File: src/rtl/core/texture_triangle_interpolated_sampler_core_assert.svh
// Assertion macros for the sampler core, used by the fetch module
`ifndef TEXTURE_TRIANGLE_INTERPOLATED_SAMPLER_CORE_ASSERT_SVH
`define TEXTURE_TRIANGLE_INTERPOLATED_SAMPLER_CORE_ASSERT_SVH

// same-cycle implication, sampled on clk, ignored while arst_n is low
`define TTIS_ASSERT_NOW(lbl, ante, cons) \
	lbl: assert property (@(posedge clk) disable iff (!arst_n) (ante) |-> (cons)) \
		else $error("sampler core: same-cycle check failed");

// next-cycle implication, sampled on clk, ignored while arst_n is low
`define TTIS_ASSERT_NEXT(lbl, ante, cons) \
	lbl: assert property (@(posedge clk) disable iff (!arst_n) (ante) |=> (cons)) \
		else $error("sampler core: next-cycle check failed");

`endif

File: src/rtl/core/ttis_pkg.sv
// Package: sizes, codes, job and texel bundle types for the sampler core
package ttis_pkg;

	localparam int MAX_DIM    = 256;
	localparam int CFG_W      = 9;
	localparam int CFG_IDX_W  = 1;
	localparam int DIM_W      = $clog2(MAX_DIM + 1);
	localparam int POS_W      = $clog2(MAX_DIM);
	localparam int FRAC_W     = 16;
	localparam int COORD_W    = 16;
	localparam int SCL_W      = DIM_W + FRAC_W;
	localparam int ROW_W      = POS_W + DIM_W;
	localparam int ADDR_W     = 16;
	localparam int STORE_DEPTH = 1 << ADDR_W;
	localparam int TEXEL_W    = 32;
	localparam int WGT_W      = FRAC_W + 1;
	localparam int CHAN_W     = 8;
	localparam int NUM_CHAN   = 4;
	localparam int PROD_W     = WGT_W + CHAN_W;
	localparam int ACC_W      = PROD_W + 1;
	localparam int OUT_W      = 16;
	localparam int RND_SHIFT  = 8;
	localparam int S_TDATA_W  = ADDR_W + TEXEL_W + 2 * COORD_W;
	localparam int M_TDATA_W  = NUM_CHAN * OUT_W;

	localparam logic [WGT_W-1:0] ONE_Q16   = WGT_W'(1) << FRAC_W;
	localparam logic [ACC_W-1:0] RND_HALF  = ACC_W'(1) << (RND_SHIFT - 1);
	localparam logic [DIM_W-1:0] DIM_RESET = DIM_W'((256 > MAX_DIM) ? MAX_DIM : 256);

	localparam logic OP_WRITE  = 1'b0;
	localparam logic OP_SAMPLE = 1'b1;

	localparam logic [CFG_IDX_W-1:0] REG_WIDTH  = 1'b0;
	localparam logic [CFG_IDX_W-1:0] REG_HEIGHT = 1'b1;

	typedef struct packed {
		logic               op;
		logic [ADDR_W-1:0]  addr_b;
		logic [ADDR_W-1:0]  addr_c;
		logic [ADDR_W-1:0]  addr_a;
		logic [TEXEL_W-1:0] wdata;
		logic [WGT_W-1:0]   wgt_a;
		logic [WGT_W-1:0]   wgt_b;
		logic [WGT_W-1:0]   wgt_c;
	} job_t;

	typedef struct packed {
		logic [TEXEL_W-1:0] tex_a;
		logic [TEXEL_W-1:0] tex_b;
		logic [TEXEL_W-1:0] tex_c;
		logic [WGT_W-1:0]   wgt_a;
		logic [WGT_W-1:0]   wgt_b;
		logic [WGT_W-1:0]   wgt_c;
	} bundle_t;

	function automatic logic [DIM_W-1:0] clamp_dim(input logic [CFG_W-1:0] d);
		logic [DIM_W-1:0] r;
		if (d == '0)
			r = DIM_W'(1);
		else if (int'(d) > MAX_DIM)
			r = DIM_W'(MAX_DIM);
		else
			r = DIM_W'(d);
		return r;
	endfunction

endpackage

File: src/rtl/core/ttis_blend.sv
// Barycentric blend of three texels per channel, rounding to 8.8, output register
module ttis_blend (
	input  logic                            clk,
	input  logic                            arst_n,
	input  logic                            bnd_valid,
	output logic                            bnd_ready,
	input  ttis_pkg::bundle_t               bnd,
	output logic                            out_valid,
	input  logic                            out_ready,
	output logic [ttis_pkg::M_TDATA_W-1:0]  out_data
);
	import ttis_pkg::*;

	logic                  v_s1, out_v_q;
	logic                  rdy_s1;
	logic [PROD_W-1:0]     pa_s1 [NUM_CHAN];
	logic [PROD_W-1:0]     pb_s1 [NUM_CHAN];
	logic [PROD_W-1:0]     pc_s1 [NUM_CHAN];
	logic [M_TDATA_W-1:0]  out_q;
	logic [M_TDATA_W-1:0]  out_d;
	logic [ACC_W-1:0]      acc [NUM_CHAN];

	assign rdy_s1    = !out_v_q || out_ready;
	assign bnd_ready = !v_s1 || rdy_s1;

	always_ff @(posedge clk or negedge arst_n) begin
		if (!arst_n) begin
			v_s1    <= 1'b0;
			out_v_q <= 1'b0;
		end else begin
			if (bnd_ready)
				v_s1 <= bnd_valid;
			if (rdy_s1)
				out_v_q <= v_s1;
		end
	end

	always_ff @(posedge clk) begin
		if (bnd_valid && bnd_ready) begin
			for (int k = 0; k < NUM_CHAN; k++) begin
				pa_s1[k] <= PROD_W'(bnd.wgt_a) * PROD_W'(bnd.tex_a[CHAN_W*k +: CHAN_W]);
				pb_s1[k] <= PROD_W'(bnd.wgt_b) * PROD_W'(bnd.tex_b[CHAN_W*k +: CHAN_W]);
				pc_s1[k] <= PROD_W'(bnd.wgt_c) * PROD_W'(bnd.tex_c[CHAN_W*k +: CHAN_W]);
			end
		end
	end

	always_comb begin
		for (int k = 0; k < NUM_CHAN; k++) begin
			acc[k] = ACC_W'(pa_s1[k]) + ACC_W'(pb_s1[k]) + ACC_W'(pc_s1[k]) + RND_HALF;
			out_d[OUT_W*k +: OUT_W] = acc[k][RND_SHIFT +: OUT_W];
		end
	end

	always_ff @(posedge clk) begin
		if (v_s1 && rdy_s1)
			out_q <= out_d;
	end

	assign out_valid = out_v_q;
	assign out_data  = out_q;

endmodule

File: config.mk
export PLATFORM = sky130hd
export DESIGN_NAME = ttis_blend
export DESIGN_NICKNAME = d
export VERILOG_FILES = /design/src/rtl/core/texture_triangle_interpolated_sampler_core_assert.svh /design/src/rtl/core/ttis_pkg.sv /design/src/rtl/core/ttis_blend.sv
export SDC_FILE = /design/constraint.sdc
export NUM_CORES = 2
export LEC_CHECK = 0
export BUFFER_PORTS_ARGS = -buffer_cell sky130_fd_sc_hd__buf_2
export CORE_UTILIZATION = 57
export DETAILED_ROUTE_END_ITERATION = 6
export HOLD_SLACK_MARGIN = 0.1
export PLACE_DENSITY = 0.74
export REMOVE_ABC_BUFFERS = 1
export SLEW_MARGIN = 30
export SYNTH_ARGS = -nofsm -noshare
export SYNTH_HDL_FRONTEND = slang
export SYNTH_SLANG_ARGS = --single-unit
File: constraint.sdc
create_clock -name clk -period 13.5 [get_ports clk]
set_clock_uncertainty 0.15 [all_clocks]
set_input_delay 3.375 -clock clk [delete_from_list [all_inputs] [get_ports clk]]
set_output_delay 3.375 -clock clk [all_outputs]
set_load 0.01 [all_outputs]
* Word-level counts from Yosys, hierarchy flattened
Memories as Yosys holds them, arrays and structs flattened.
Index checks and enable logic that the tools add are counted.
** Operators by class
- $add $sub $neg :: 12
- Multiply operators :: 12
- Mux-type cells :: 2
- Reduce and logical (&&, ||, !) cells :: 6
** Operator list (number)
- multiplier 17 x 8 -> 25 bit :: 12
- adder 24 bit :: 8
- adder 24 x 8 -> 24 bit, second input constant :: 4
- logical AND 1 bit :: 2
- zero test 1 bit :: 2
- logical OR 1 bit :: 2
- 2-to-1 mux 1 bit :: 2
** Storage, ports and cells
- Bits in registers :: 66
- Bits in writable memories :: 300
- Bits of input ports :: 151
- Output and inout bits :: 66
- Word-level logic and storage cells :: 38
- Memories kept :: 3
** Memory list
- pa_s1 :: words 4, bits a word 25, read ports 4, clocked after Yosys merged registers in 0, wr ports 4, RTL line ttis_blend.sv:16 : logic [PROD_W-1:0] pa_s1 [NUM_CHAN];
- pb_s1 :: words 4, bits a word 25, read ports 4, clocked after Yosys merged registers in 0, wr ports 4, RTL line ttis_blend.sv:17 : logic [PROD_W-1:0] pb_s1 [NUM_CHAN];
- pc_s1 :: words 4, bits a word 25, read ports 4, clocked after Yosys merged registers in 0, wr ports 4, RTL line ttis_blend.sv:18 : logic [PROD_W-1:0] pc_s1 [NUM_CHAN];

* Logic depth before layout (Yosys ltp)
- Word-level depth :: 6
- Depth in mapped cells :: 20

* Worst setup path before layout
Ideal clock, no wire load.
- Kind :: input port to flip-flop
- Start point :: in out_ready
- End point :: mem pa_s1[0][0] (netlist bit) (enable)
- Setup time :: 0.687 ns
- Arrival :: 10.134 ns
- Data required time :: 12.663 ns
- Path slack :: 2.529 ns
- Stages on the path :: 2
- Path buffers :: 0
- Cells stage by stage :: nand3b_1 > and2_1
** RTL lines
- start: declaration :: RTL line ttis_blend.sv:9 : input logic out_ready,
- end: declaration :: RTL line ttis_blend.sv:16

==> flow_summary.json <==
{
  "start_kind": "input pin",
  "grt_usage_pct": 28.14,
  "netlist.top_cell.by_area": "fa_1",
  "ys_seq_elements": 354,
  "fin_crit_sh_pct": 62.67,
  "grt_pass1_wl_microns": 261100,
  "vias": 46180,
  "setup_viol": 0,
  "hold_violations": 0,
  "synth_ff_type": "edfxtp_1",
  "hold_class": "reg -> reg",
  "drv_cap": 0,
  "ant_nets": 0,
  "drtIter0Drc": 2600,
  "ir_worst_vdd_v": 0.0002943,
  "cts_num_sinks": 354,
  "period_needed_ns": 8.460,
  "worstMarginPinSlew_ns": 0.8847,
  "synth_edf_count": 352,
  "hpwl_microns": 122800,
  "whs_ns": 0.3581,
  "slew_viol_final": 0,
  "syn-cell-area_sq_um": 66570,
  "wire_per_inst_microns": 19.15,
  "yosysWarningCount": 0,
  "cts_resized": 0,
  "post-synth-top-area-fraction_pct": 34.76,
  "cpMaxStageDelayCell": "buf_2",
  "start_util_pct": 57.36,
  "clock_path_buffers": 3,
  "end_kind": "flip-flop",
  "max_freq_ghz": 0.1182,
  "antenna_found_initial": 14,
  "clk_pin_slew_ns": 0.06,
  "rsz0062_at_grt": "no",
  "dieArea_sq_um": 118200,
  "violations": "design-rule violations",
  "synth_most_common_cell": "and2_1",
  "ctsHoldBuffers": 0,
  "p_per_area_nw_per_um2": 245.3,
  "via_per_inst": 5.550,
  "grt_pass1_vias": 49540,
  "firstDrtPassIters": 7,
  "path_class": "in -> reg",
  "h-tree-depth": 2,
  "max_slew_margin_pct": 41.02,
  "crit_path_frequent_cell": "fa_1",
  "ios": 217,
  "synth_cell_types": 73,
  "postCtsSetupBuffers": 0,
  "coreArea_sq_um": 116000,
  "async_reset_ff_share_pct": 0.5650,
  "clock_latency_ns": 0.63,
  "fp.dieW_microns": 343.7,
  "syn_inst": 6729,
  "cts-buffers-inserted": 43,
  "nNetsFinal": 8740,
  "cts_tree": "done",
  "tns_ns": 0,
  "grt-ovfl-total": 0,
  "crit_chain": "buf_2, nand2_1, fa_1, fa_1, inv_1, fa_1, inv_1, fa_1, inv_1, ha_1, a21oi_1, nor2b_1, a211oi_2, a21oi_1, a311o_1, o31a_1, a2111oi_0, o21bai_1, xor2_1",
  "synth_commonest_cells": "and2_1, inv_1, fa_1",
  "outcome": "finished, violations left",
  "syn_area_per_cell_sq_um": 9.893,
  "drcViolationCount": 6,
  "crit_buf_inv": 4,
  "grt_max_degree": 74,
  "port_buffers": 216,
  "cts_root_buf": "clkbuf_16",
  "worstPathRequired_ns": 13.72,
  "crit_fanout": 32,
  "area.growth.synth_to_final_pct": 5.413,
  "die_y_microns": 343.7,
  "row_count": 125,
  "place.gp.congestion": 0.8848,
  "crit_family": "adder cells",
  "drive_gt1_share_pct": 4.953,
  "wirelength_microns": 159300,
  "yosys-top-cells-area": "fa_1, edfxtp_1, ha_1, and2_1, inv_1",
  "max_stage_delay_ns": 0.55,
  "cp.arrival_ns": 8.68,
  "p_leak_nw": 34.14,
  "synth_seq_area_share_pct": 15.95
}
## cell families (layout without fill, tap and decap cells)
group | Yosys count | count (layout) | synth area share (%)
DFF | 354 | 354 | 15.95
buffers and inverters | 1469 | 1524 | 8.285
adders and majority gates | 1840 | 1840 | 47.62
other | 0 | 12 | 0
xor gates and xnor gates | 327 | 327 | 4.302
muxes | 1 | 1 | 0.01692
and+or+nand+nor | 2140 | 2140 | 17.83
AOI/OAI and AO/OA | 598 | 598 | 5.988
## cells in the final DEF (no fill, tap or decap), drive strengths merged, types with 13 or more instances in the layout
master	count
and2	1312
inv	1217
fa	1156
ha	684
nand2	417
edfxtp	352
xnor2	251
buf	232
a21oi	198
nor2	152
a21o	89
o21ai	77
xor2	76
nand3	57
clkbuf	55
o21a	54
nor3	43
nor2b	35
nand2b	35
a211oi	23
o21bai	22
a31oi	21
and3	21
nand4	16
or3	15
or2	15
clkinv	13
## layout make-up
cell class | count | area, sq um
multi-input cells | 4906 | 50440
fillers | 9691 | 45880
flip-flops and latches | 354 | 10620
inverters | 1212 | 4549
well taps | 1524 | 1907
repair buffers | 232 | 1212
clock buffers | 55 | 1142
clock inverters | 25 | 272.8
diodes | 12 | 30.03
## routing by layer
metal  part of all wire, %  GRT usage (%)  vias to the layer above
met5                 0.031              0                        -
li1                      -              -                    20970
met3                   5.3          3.763                      266
met2                    51          49.84                     1279
met4                   3.7          10.18                        8
met1                    40          35.05                    23660
## sequential cells by signal, indices dropped and copies added (netlist names)
name,cells
out_data,64
out_valid,1
pa_s1,96
pb_s1,96
pc_s1,96
v_s1,1
## final timing paths
kind                                  startpoint                     end  slack (ns)  depth (start not counted)
max in group asynchronous                 arst_n   out_valid$_DFFE_PN0P_       10.73                          1
min reg2reg                     v_s1$_DFFE_PN0N_   out_valid$_DFFE_PN0P_        0.36                          1
max reg2reg                pc_s1[2][4]$_DFFE_PP_  out_data[46]$_DFFE_PP_        9.10                         12
min in group asynchronous                 arst_n        v_s1$_DFFE_PN0N_        2.38                          1
min                             v_s1$_DFFE_PN0N_   out_valid$_DFFE_PN0P_        0.36                          1
max                                      bnd[21]  pb_s1[2][21]$_DFFE_PP_        5.04                         19
## through the flow
step	instances	instance area [sq um]	setup slack [ns]	util [%]	power, mW
after floorplan	6472	65600	2.529	-	12.38
final	8320	70170	5.040	60.47	17.21
after CTS	8308	70130	5.102	60.43	17.29
after detailed placement	8228	68720	4.447	59.22	15.89
after global routing	8315	70160	4.716	60.46	18.94
after global placement	8228	68710	4.559	59.21	15.60
## where the power goes
part / leakage, nW / internal [mW] / switching, mW
Clock: 0.680 / 0.684 / 0.532
Combinational: 30.1 / 5.55 / 7.47
Sequential: 3.41 / 2.57 / 0.407
Note: power is estimated with default switching activity, not from simulation.
