<file path="config.mk">
export PLATFORM = sky130hd
export DESIGN_NAME = ttis_addr
export DESIGN_NICKNAME = d
export VERILOG_FILES = /design/src/rtl/core/texture_triangle_interpolated_sampler_core_assert.svh /design/src/rtl/core/ttis_pkg.sv /design/src/rtl/core/ttis_addr.sv
export SDC_FILE = /design/constraint.sdc
export NUM_CORES = 1
export LEC_CHECK = 0
export BUFFER_PORTS_ARGS = -buffer_cell sky130_fd_sc_hd__buf_4
export CAP_MARGIN = 25
export CORE_MARGIN = 10
export CORE_UTILIZATION = 30
export CTS_CLUSTER_DIAMETER = 40
export DETAILED_ROUTE_END_ITERATION = 12
export HOLD_SLACK_MARGIN = 0.06
export SYNTH_ARGS = -nofsm -noshare
export SYNTH_HDL_FRONTEND = slang
export SYNTH_SLANG_ARGS = --single-unit
export TNS_END_PERCENT = 50
</file>
<file path="constraint.sdc">
create_clock -name clk -period 8 [get_ports clk]
set_input_delay 0 -clock clk [delete_from_list [all_inputs] [get_ports clk]]
set_output_delay 0 -clock clk [all_outputs]
set_load 0.05 [all_outputs]
</file>
<file path="src/rtl/core/texture_triangle_interpolated_sampler_core_assert.svh">
// Assertion macros for the sampler core, used by the fetch module
`ifndef TEXTURE_TRIANGLE_INTERPOLATED_SAMPLER_CORE_ASSERT_SVH
`define TEXTURE_TRIANGLE_INTERPOLATED_SAMPLER_CORE_ASSERT_SVH

// same-cycle implication, sampled on clk, ignored while arst_n is low
`define TTIS_ASSERT_NOW(lbl, ante, cons) \
	lbl: assert property (@(posedge clk) disable iff (!arst_n) (ante) |-> (cons)) \
		else $error("sampler core: same-cycle check failed");

// next-cycle implication, sampled on clk, ignored while arst_n is low
`define TTIS_ASSERT_NEXT(lbl, ante, cons) \
	lbl: assert property (@(posedge clk) disable iff (!arst_n) (ante) |=> (cons)) \
		else $error("sampler core: next-cycle check failed");

`endif

</file>
<file path="src/rtl/core/ttis_pkg.sv">
// Package: sizes, codes, job and texel bundle types for the sampler core
package ttis_pkg;

	localparam int MAX_DIM    = 256;
	localparam int CFG_W      = 9;
	localparam int CFG_IDX_W  = 1;
	localparam int DIM_W      = $clog2(MAX_DIM + 1);
	localparam int POS_W      = $clog2(MAX_DIM);
	localparam int FRAC_W     = 16;
	localparam int COORD_W    = 16;
	localparam int SCL_W      = DIM_W + FRAC_W;
	localparam int ROW_W      = POS_W + DIM_W;
	localparam int ADDR_W     = 16;
	localparam int STORE_DEPTH = 1 << ADDR_W;
	localparam int TEXEL_W    = 32;
	localparam int WGT_W      = FRAC_W + 1;
	localparam int CHAN_W     = 8;
	localparam int NUM_CHAN   = 4;
	localparam int PROD_W     = WGT_W + CHAN_W;
	localparam int ACC_W      = PROD_W + 1;
	localparam int OUT_W      = 16;
	localparam int RND_SHIFT  = 8;
	localparam int S_TDATA_W  = ADDR_W + TEXEL_W + 2 * COORD_W;
	localparam int M_TDATA_W  = NUM_CHAN * OUT_W;

	localparam logic [WGT_W-1:0] ONE_Q16   = WGT_W'(1) << FRAC_W;
	localparam logic [ACC_W-1:0] RND_HALF  = ACC_W'(1) << (RND_SHIFT - 1);
	localparam logic [DIM_W-1:0] DIM_RESET = DIM_W'((256 > MAX_DIM) ? MAX_DIM : 256);

	localparam logic OP_WRITE  = 1'b0;
	localparam logic OP_SAMPLE = 1'b1;

	localparam logic [CFG_IDX_W-1:0] REG_WIDTH  = 1'b0;
	localparam logic [CFG_IDX_W-1:0] REG_HEIGHT = 1'b1;

	typedef struct packed {
		logic               op;
		logic [ADDR_W-1:0]  addr_b;
		logic [ADDR_W-1:0]  addr_c;
		logic [ADDR_W-1:0]  addr_a;
		logic [TEXEL_W-1:0] wdata;
		logic [WGT_W-1:0]   wgt_a;
		logic [WGT_W-1:0]   wgt_b;
		logic [WGT_W-1:0]   wgt_c;
	} job_t;

	typedef struct packed {
		logic [TEXEL_W-1:0] tex_a;
		logic [TEXEL_W-1:0] tex_b;
		logic [TEXEL_W-1:0] tex_c;
		logic [WGT_W-1:0]   wgt_a;
		logic [WGT_W-1:0]   wgt_b;
		logic [WGT_W-1:0]   wgt_c;
	} bundle_t;

	function automatic logic [DIM_W-1:0] clamp_dim(input logic [CFG_W-1:0] d);
		logic [DIM_W-1:0] r;
		if (d == '0)
			r = DIM_W'(1);
		else if (int'(d) > MAX_DIM)
			r = DIM_W'(MAX_DIM);
		else
			r = DIM_W'(d);
		return r;
	endfunction

endpackage

</file>
<file path="src/rtl/core/ttis_addr.sv">
// Coordinate scaling, triangle choice, texel addresses and barycentric weights
module ttis_addr (
	input  logic                          clk,
	input  logic                          arst_n,
	input  logic                          in_valid,
	output logic                          in_ready,
	input  logic                          in_op,
	input  logic [ttis_pkg::ADDR_W-1:0]   in_index,
	input  logic [ttis_pkg::TEXEL_W-1:0]  in_rgba,
	input  logic [ttis_pkg::COORD_W-1:0]  in_u,
	input  logic [ttis_pkg::COORD_W-1:0]  in_v,
	input  logic [ttis_pkg::DIM_W-1:0]    tex_w,
	input  logic [ttis_pkg::DIM_W-1:0]    tex_h,
	output logic                          job_valid,
	input  logic                          job_ready,
	output ttis_pkg::job_t                job
);
	import ttis_pkg::*;

	logic               v_s1, v_s2;
	logic               rdy_s1, rdy_s2;
	logic               op_s1;
	logic [ADDR_W-1:0]  index_s1;
	logic [TEXEL_W-1:0] rgba_s1;
	logic [SCL_W-1:0]   sx_s1, sy_s1;
	job_t               job_s2;

	logic [COORD_W-1:0] su, sv;
	logic [POS_W-1:0]   x, y, x1, y1;
	logic [DIM_W-1:0]   xp1, yp1;
	logic [FRAC_W-1:0]  fx, fy;
	logic [WGT_W-1:0]   fsum;
	logic               lower;
	logic [ROW_W-1:0]   row0, row1;
	logic [ADDR_W-1:0]  base0, base1;
	job_t               job_d;

	assign su = {~in_u[COORD_W-1], in_u[COORD_W-2:0]};
	assign sv = {~in_v[COORD_W-1], in_v[COORD_W-2:0]};

	assign rdy_s2   = !v_s2 || job_ready;
	assign rdy_s1   = !v_s1 || rdy_s2;
	assign in_ready = rdy_s1;

	always_ff @(posedge clk or negedge arst_n) begin
		if (!arst_n) begin
			v_s1 <= 1'b0;
			v_s2 <= 1'b0;
		end else begin
			if (rdy_s1)
				v_s1 <= in_valid;
			if (rdy_s2)
				v_s2 <= v_s1;
		end
	end

	always_ff @(posedge clk) begin
		if (in_valid && rdy_s1) begin
			op_s1    <= in_op;
			index_s1 <= in_index;
			rgba_s1  <= in_rgba;
			sx_s1    <= SCL_W'(tex_w) * SCL_W'(su);
			sy_s1    <= SCL_W'(tex_h) * SCL_W'(sv);
		end
	end

	assign x    = sx_s1[FRAC_W +: POS_W];
	assign y    = sy_s1[FRAC_W +: POS_W];
	assign fx   = sx_s1[FRAC_W-1:0];
	assign fy   = sy_s1[FRAC_W-1:0];
	assign xp1  = DIM_W'(x) + DIM_W'(1);
	assign yp1  = DIM_W'(y) + DIM_W'(1);
	assign x1   = (xp1 >= tex_w) ? '0 : xp1[POS_W-1:0];
	assign y1   = (yp1 >= tex_h) ? '0 : yp1[POS_W-1:0];
	assign fsum = WGT_W'(fx) + WGT_W'(fy);
	assign lower = fsum <= ONE_Q16;
	assign row0 = ROW_W'(y) * ROW_W'(tex_w);
	assign row1 = ROW_W'(y1) * ROW_W'(tex_w);
	assign base0 = ADDR_W'(row0);
	assign base1 = ADDR_W'(row1);

	always_comb begin
		job_d.op     = op_s1;
		job_d.wdata  = rgba_s1;
		job_d.addr_c = base0 + ADDR_W'(x1);
		if (op_s1 == OP_WRITE)
			job_d.addr_b = index_s1;
		else
			job_d.addr_b = base1 + ADDR_W'(x);
		if (lower) begin
			job_d.addr_a = base0 + ADDR_W'(x);
			job_d.wgt_a  = ONE_Q16 - fsum;
			job_d.wgt_b  = WGT_W'(fy);
			job_d.wgt_c  = WGT_W'(fx);
		end else begin
			job_d.addr_a = base1 + ADDR_W'(x1);
			job_d.wgt_a  = fsum - ONE_Q16;
			job_d.wgt_b  = ONE_Q16 - WGT_W'(fx);
			job_d.wgt_c  = ONE_Q16 - WGT_W'(fy);
		end
	end

	always_ff @(posedge clk) begin
		if (v_s1 && rdy_s2)
			job_s2 <= job_d;
	end

	assign job_valid = v_s2;
	assign job       = job_s2;

endmodule

</file>
# --- After elaboration in Yosys (flattened, before gate mapping) ---
# Cells that the tools add are included.
totals:
  ff_bits: 231
  in_bits: 103
  output_inout_bits: 134
  word_cells: 48
classes:
  n_addsub: 11
  n_mul: 4
  order_cmp: 3
  muxes: 5
  bitwise: 2
  reduce_logical: 6
op_table:
  columns: ["operator", "n"]
  rows:
  - ["16-bit by 8-bit adder with 16-bit output", 4]
  - ["51-bit 2-to-1 mux", 1]
  - ["9-bit by 16-bit multiplier with 24-bit output", 2]
  - ["17-bit by 16-bit subtractor with 17-bit output, first input constant", 2]
  - ["8-bit by 9-bit multiplier with 16-bit output", 2]
  - ["16-bit 2-to-1 mux", 2]
  - ["8-bit by 1-bit adder with 9-bit output, second input constant", 2]
  - ["9-bit >= comparator", 2]
  - ["16-bit by 16-bit adder with 17-bit output", 1]
  - ["17-bit less-or-equal comparator, second input constant", 1]
  - ["17-bit subtractor, first input constant", 1]
  - ["17-bit subtractor, second input constant", 1]
  - ["8-bit 2-to-1 mux", 2]
  - ["1-bit logical AND", 2]
  - ["1-bit zero test", 2]
  - ["1-bit logical OR", 2]
  - ["1-bit NOT", 2]

# --- Logic depth before layout (Yosys ltp) ---
depth:
  word_depth: 6
  depth_mapped: 31
  depth_no_buf: 30

# --- Worst setup path after synthesis ---
# Ideal clock, no wire load.
synth_path:
  kind: "reg-to-reg"
  from: "reg sy_s1[16]"
  to: "reg job_s2 (netlist bit job[126]) (data pin)"
  setup_ns: 0.260
  t_arrival_ns: 7.330
  required_ns: 7.740
  slack_ns: 0.411
  stages_incl_launch_ff: 28
  n_path_buf: 0
  synth_period_minus_slack_ns: 7.589
  cell_sequence: "edfxtp_1 -> ha_1 -> nand3_1 -> nor2_1 -> xnor2_1 -> inv_1 -> ha_1 -> o21a_1 -> o21ai_0 -> nor2_1 -> a2111oi_0 -> nand2_1 -> fa_1 -> fa_1 -> inv_1 -> fa_1 -> inv_1 -> fa_1 -> inv_1 -> ha_1 -> nand3_1 -> nor2_1 -> o311ai_0 -> a21boi_0 -> nor4_1 -> o21ai_0 -> xnor2_1 -> mux2_2"
synth_lines:
  columns: ["element", "line_no", "text"]
  rows:
  - ["start, declared", "ttis_addr.sv:25", "logic [SCL_W-1:0] sx_s1, sy_s1;"]
  - ["start signal, assigned", "ttis_addr.sv:63", "sy_s1 <= SCL_W'(tex_h) * SCL_W'(sv);"]
  - ["end signal, assigned", "ttis_addr.sv:105", "job_s2 <= job_d;"]
  - ["end, declared", "ttis_addr.sv:26", "job_t job_s2;"]

==> qor.yml <==
die:
  num_io_pins: 237
  dieArea_um2: 94300
  die_w_um: 307
  start_util_pct: 30.2
  design.core.area_um2: 81800
  rows: 105
  die_h_um: 307
cts:
  cts_buffers: 34
  path_clk_slew_ps: 60
  cts-root-buf: "clkbuf_16"
  cts_setup_buffers: 0
  htree_levels: 2
  cts_tree: "done"
  cts_buffer_depth: 3
  clk_latency_ps: 540
  clock_sinks: 231
worst_hold_path:
  hold_start: "tex_h[1]"
  min_to: "sy_s1[1]$_DFFE_PP_"
  hold_path_class: "in -> reg"
  holdPathStages: 3
setup_path:
  crit_path_start_kind: "register"
  required_ps: 8240
  arrival_ps: 7680
  r2r-end: "job[130]$_DFFE_PP_"
  cp_top_family: "adder cells"
  crit_buf_inv: 7
  path_class: "reg -> reg"
  reg2regPathDepth: 28
  regToRegSetupSlack_ps: 560
  cpPeakStageDelay_ps: 540
  cp_slowest_cell: "fa_1"
  worstReg2RegStart: "sy_s1[20]$_DFFE_PP_"
  worstPathMaxFanout: 25
  crit_top_cell: "inv_1"
  cp-end-kind: "register"
synth:
  syn_inst: 2491
  ys_seq_elements: 231
  async_flop_share_pct: 0.866
  yosys_warnings: 0
  synth_seq_area_share_pct: 28.0
  ys.flop_type: "edfxtp_1"
  synth_edf_count: 229
  synth_area_um2: 24700
  yosysUniqueCellTypes: 69
  synth_area_per_cell_um2: 9.92
  syn-num-nets: 3104
timing:
  hold_viol_final: 0
  worst_pin_slew_ps: 970
  tns_ps: 0
  fin_hold_ws_ps: 117
  fin_crit_ps: 7440
  slew-limit-headroom_pct: 35.3
  drv_slew: 0
  rsz0062_at_grt: "no"
  fin_ws_ps: 561
  finalSetupViolations: 0
  fin_skew_ps: 31.5
  max_freq_mhz: 134
  min_period_over_period_pct: 93.0
grt:
  grt_antenna_before_repair: 6
  grt_use_total_pct: 13.7
  grt.overflow.total: 0
  grt_pass1_wl_um: 103000
  grt_max_degree: 75
  grt_pass1_vias: 18653
detailed_routing:
  firstDrtPassIters: 5
  remaining_drc_errors: 0
  drtIter0Drc: 1053
  wire_per_inst_um: 17.0
  routed_via_density: 4.68
  wirelength_um: 65200
  vias: 17964
  postRouteAntennaNets: 0
finish:
  syn_to_final_growth_pct: 18.7
  final_nets: 3360
  layout-drive-gt1-share_pct: 12.3
  final_design_area_no_fill_um2: 29300
run_status:
  status: "finished clean"
placed_design:
  dp_slack_ps: 478
  dpl.hpwl_um: 51800
  place_area_um2: 27600
  io_buffers: 236
  gp_congestion: 0.849
run:
  maxCapViolCount: 0
==> layout make-up <==
type | instances | area, µm²
fillers | 8216 | 52500
flip-flops and latches | 231 | 6930
inverters | 382 | 1440
well taps | 1070 | 1340
multi-input cells | 1785 | 16000
clock inverters | 22 | 241
clock buffers | 36 | 858
diodes | 2 | 5.00
repair buffers | 313 | 2520
==> registers in the layout (all words and copies together) (netlist names) <==
name,cells
job_valid,1
index_s1,16
op_s1,1
rgba_s1,32
job,132
v_s1,1
sx_s1,24
sy_s1,24
==> cells by family (layout without fill, tap and decap cells) <==
kind of cell,count (synthesis),count (layout),synth area share [%]
simple gates,753,753,14.6
fa+ha+maj,510,510,34.4
buf+inv,475,753,7.32
compound gates,315,315,8.15
flops,231,231,28.0
xor+xnor,187,187,6.63
mux,20,20,0.886
other cells,0,2,0
==> per-layer routing <==
layer  track usage, %  share of wire, %  routed length (µm)
met5                0             0.017                  11
met4             3.76               2.2                1440
met3             2.41               5.7                3730
met2             22.9                47               30600
met1             18.1                45               29400
==> what timing repair did <==
action	CTS	global route
hold buffers	60	0
resized for setup	0	7
setup endpoints to repair	0	10
hold endpoints to repair	58	0
==> cell usage in the layout, fill, tap and decap left out, types with 11 or more instances in the layout <==
cell type and count:
inv_1 374, nand2_1 313, fa_1 283, buf_4 251
edfxtp_1 229, ha_1 227, and2_1 146, xnor2_1 131
nor2_1 97, a21oi_1 87, o21ai_0 83, nor3_1 74
dlygate4sd3_1 60, xor2_1 53, a21o_1 34, clkbuf_16 34
nand2b_1 25, nor2b_1 20, nand3_1 18, o21a_1 16
o21bai_1 15, or3_1 13, mux2_2 12, a211oi_1 11
==> through the flow <==
stage,util [%],cells
detailed placement,33.7,3720
CTS,35.8,3838
global placement,33.7,3720
finish,35.8,3841
global route,35.8,3840
floorplan,-,2491
==> worst register-to-register path: cells and delay by family, from the launching register on <==
| kind | cells | cell delay, ps |
|---|---|---|
| buf+inv | 7 | 860 |
| xor+xnor | 3 | 770 |
| flops | 1 | 490 |
| compound gates | 8 | 1570 |
| simple gates | 4 | 810 |
| fa+ha+maj | 6 | 2650 |
==> how the worst max path moves through the flow <==
stage | from | endpoint | slack [ps] | cells past startpoint
after detailed placement | sy_s1[20]$_DFFE_PP_ | job[130]$_DFFE_PP_ | 480 | 28
after global routing | sy_s1[21]$_DFFE_PP_ | job[130]$_DFFE_PP_ | 80 | 28
final | sy_s1[20]$_DFFE_PP_ | job[130]$_DFFE_PP_ | 560 | 28
after floorplan | sy_s1[16]$_DFFE_PP_ | job[126]$_DFFE_PP_ | 410 | 27
after global placement | sy_s1[16]$_DFFE_PP_ | job[96]$_DFFE_PP_ | 540 | 30
after CTS | sy_s1[20]$_DFFE_PP_ | job[130]$_DFFE_PP_ | 430 | 28
==> cells in the mapped netlist, drive strengths merged, types with 11 or more instances <==
| cell | count | share of area [%] |
|---|---|---|
| inv | 375 | 5.7 |
| nand2 | 313 | 4.8 |
| fa | 283 | 23 |
| edfxtp | 229 | 28 |
| ha | 227 | 11 |
| and2 | 148 | 3.7 |
| xnor2 | 133 | 4.7 |
| nor2 | 97 | 1.5 |
| o21ai | 88 | 1.8 |
| a21oi | 87 | 1.8 |
| nor3 | 75 | 1.5 |
| clkbuf | 73 | 1.1 |
| xor2 | 54 | 1.9 |
| a21o | 34 | 1.0 |
| nand2b | 25 | 0.63 |
| buf | 20 | 0.41 |
| nor2b | 20 | 0.51 |
| nand3 | 19 | 0.41 |
| o21a | 16 | 0.49 |
| mux2 | 15 | 0.68 |
| o21bai | 15 | 0.46 |
| or3 | 13 | 0.33 |
| a211oi | 11 | 0.33 |
Power is left out: the tool's default activity adds up to more than one toggle a clock period on the data nets, which glitch-free logic cannot reach.
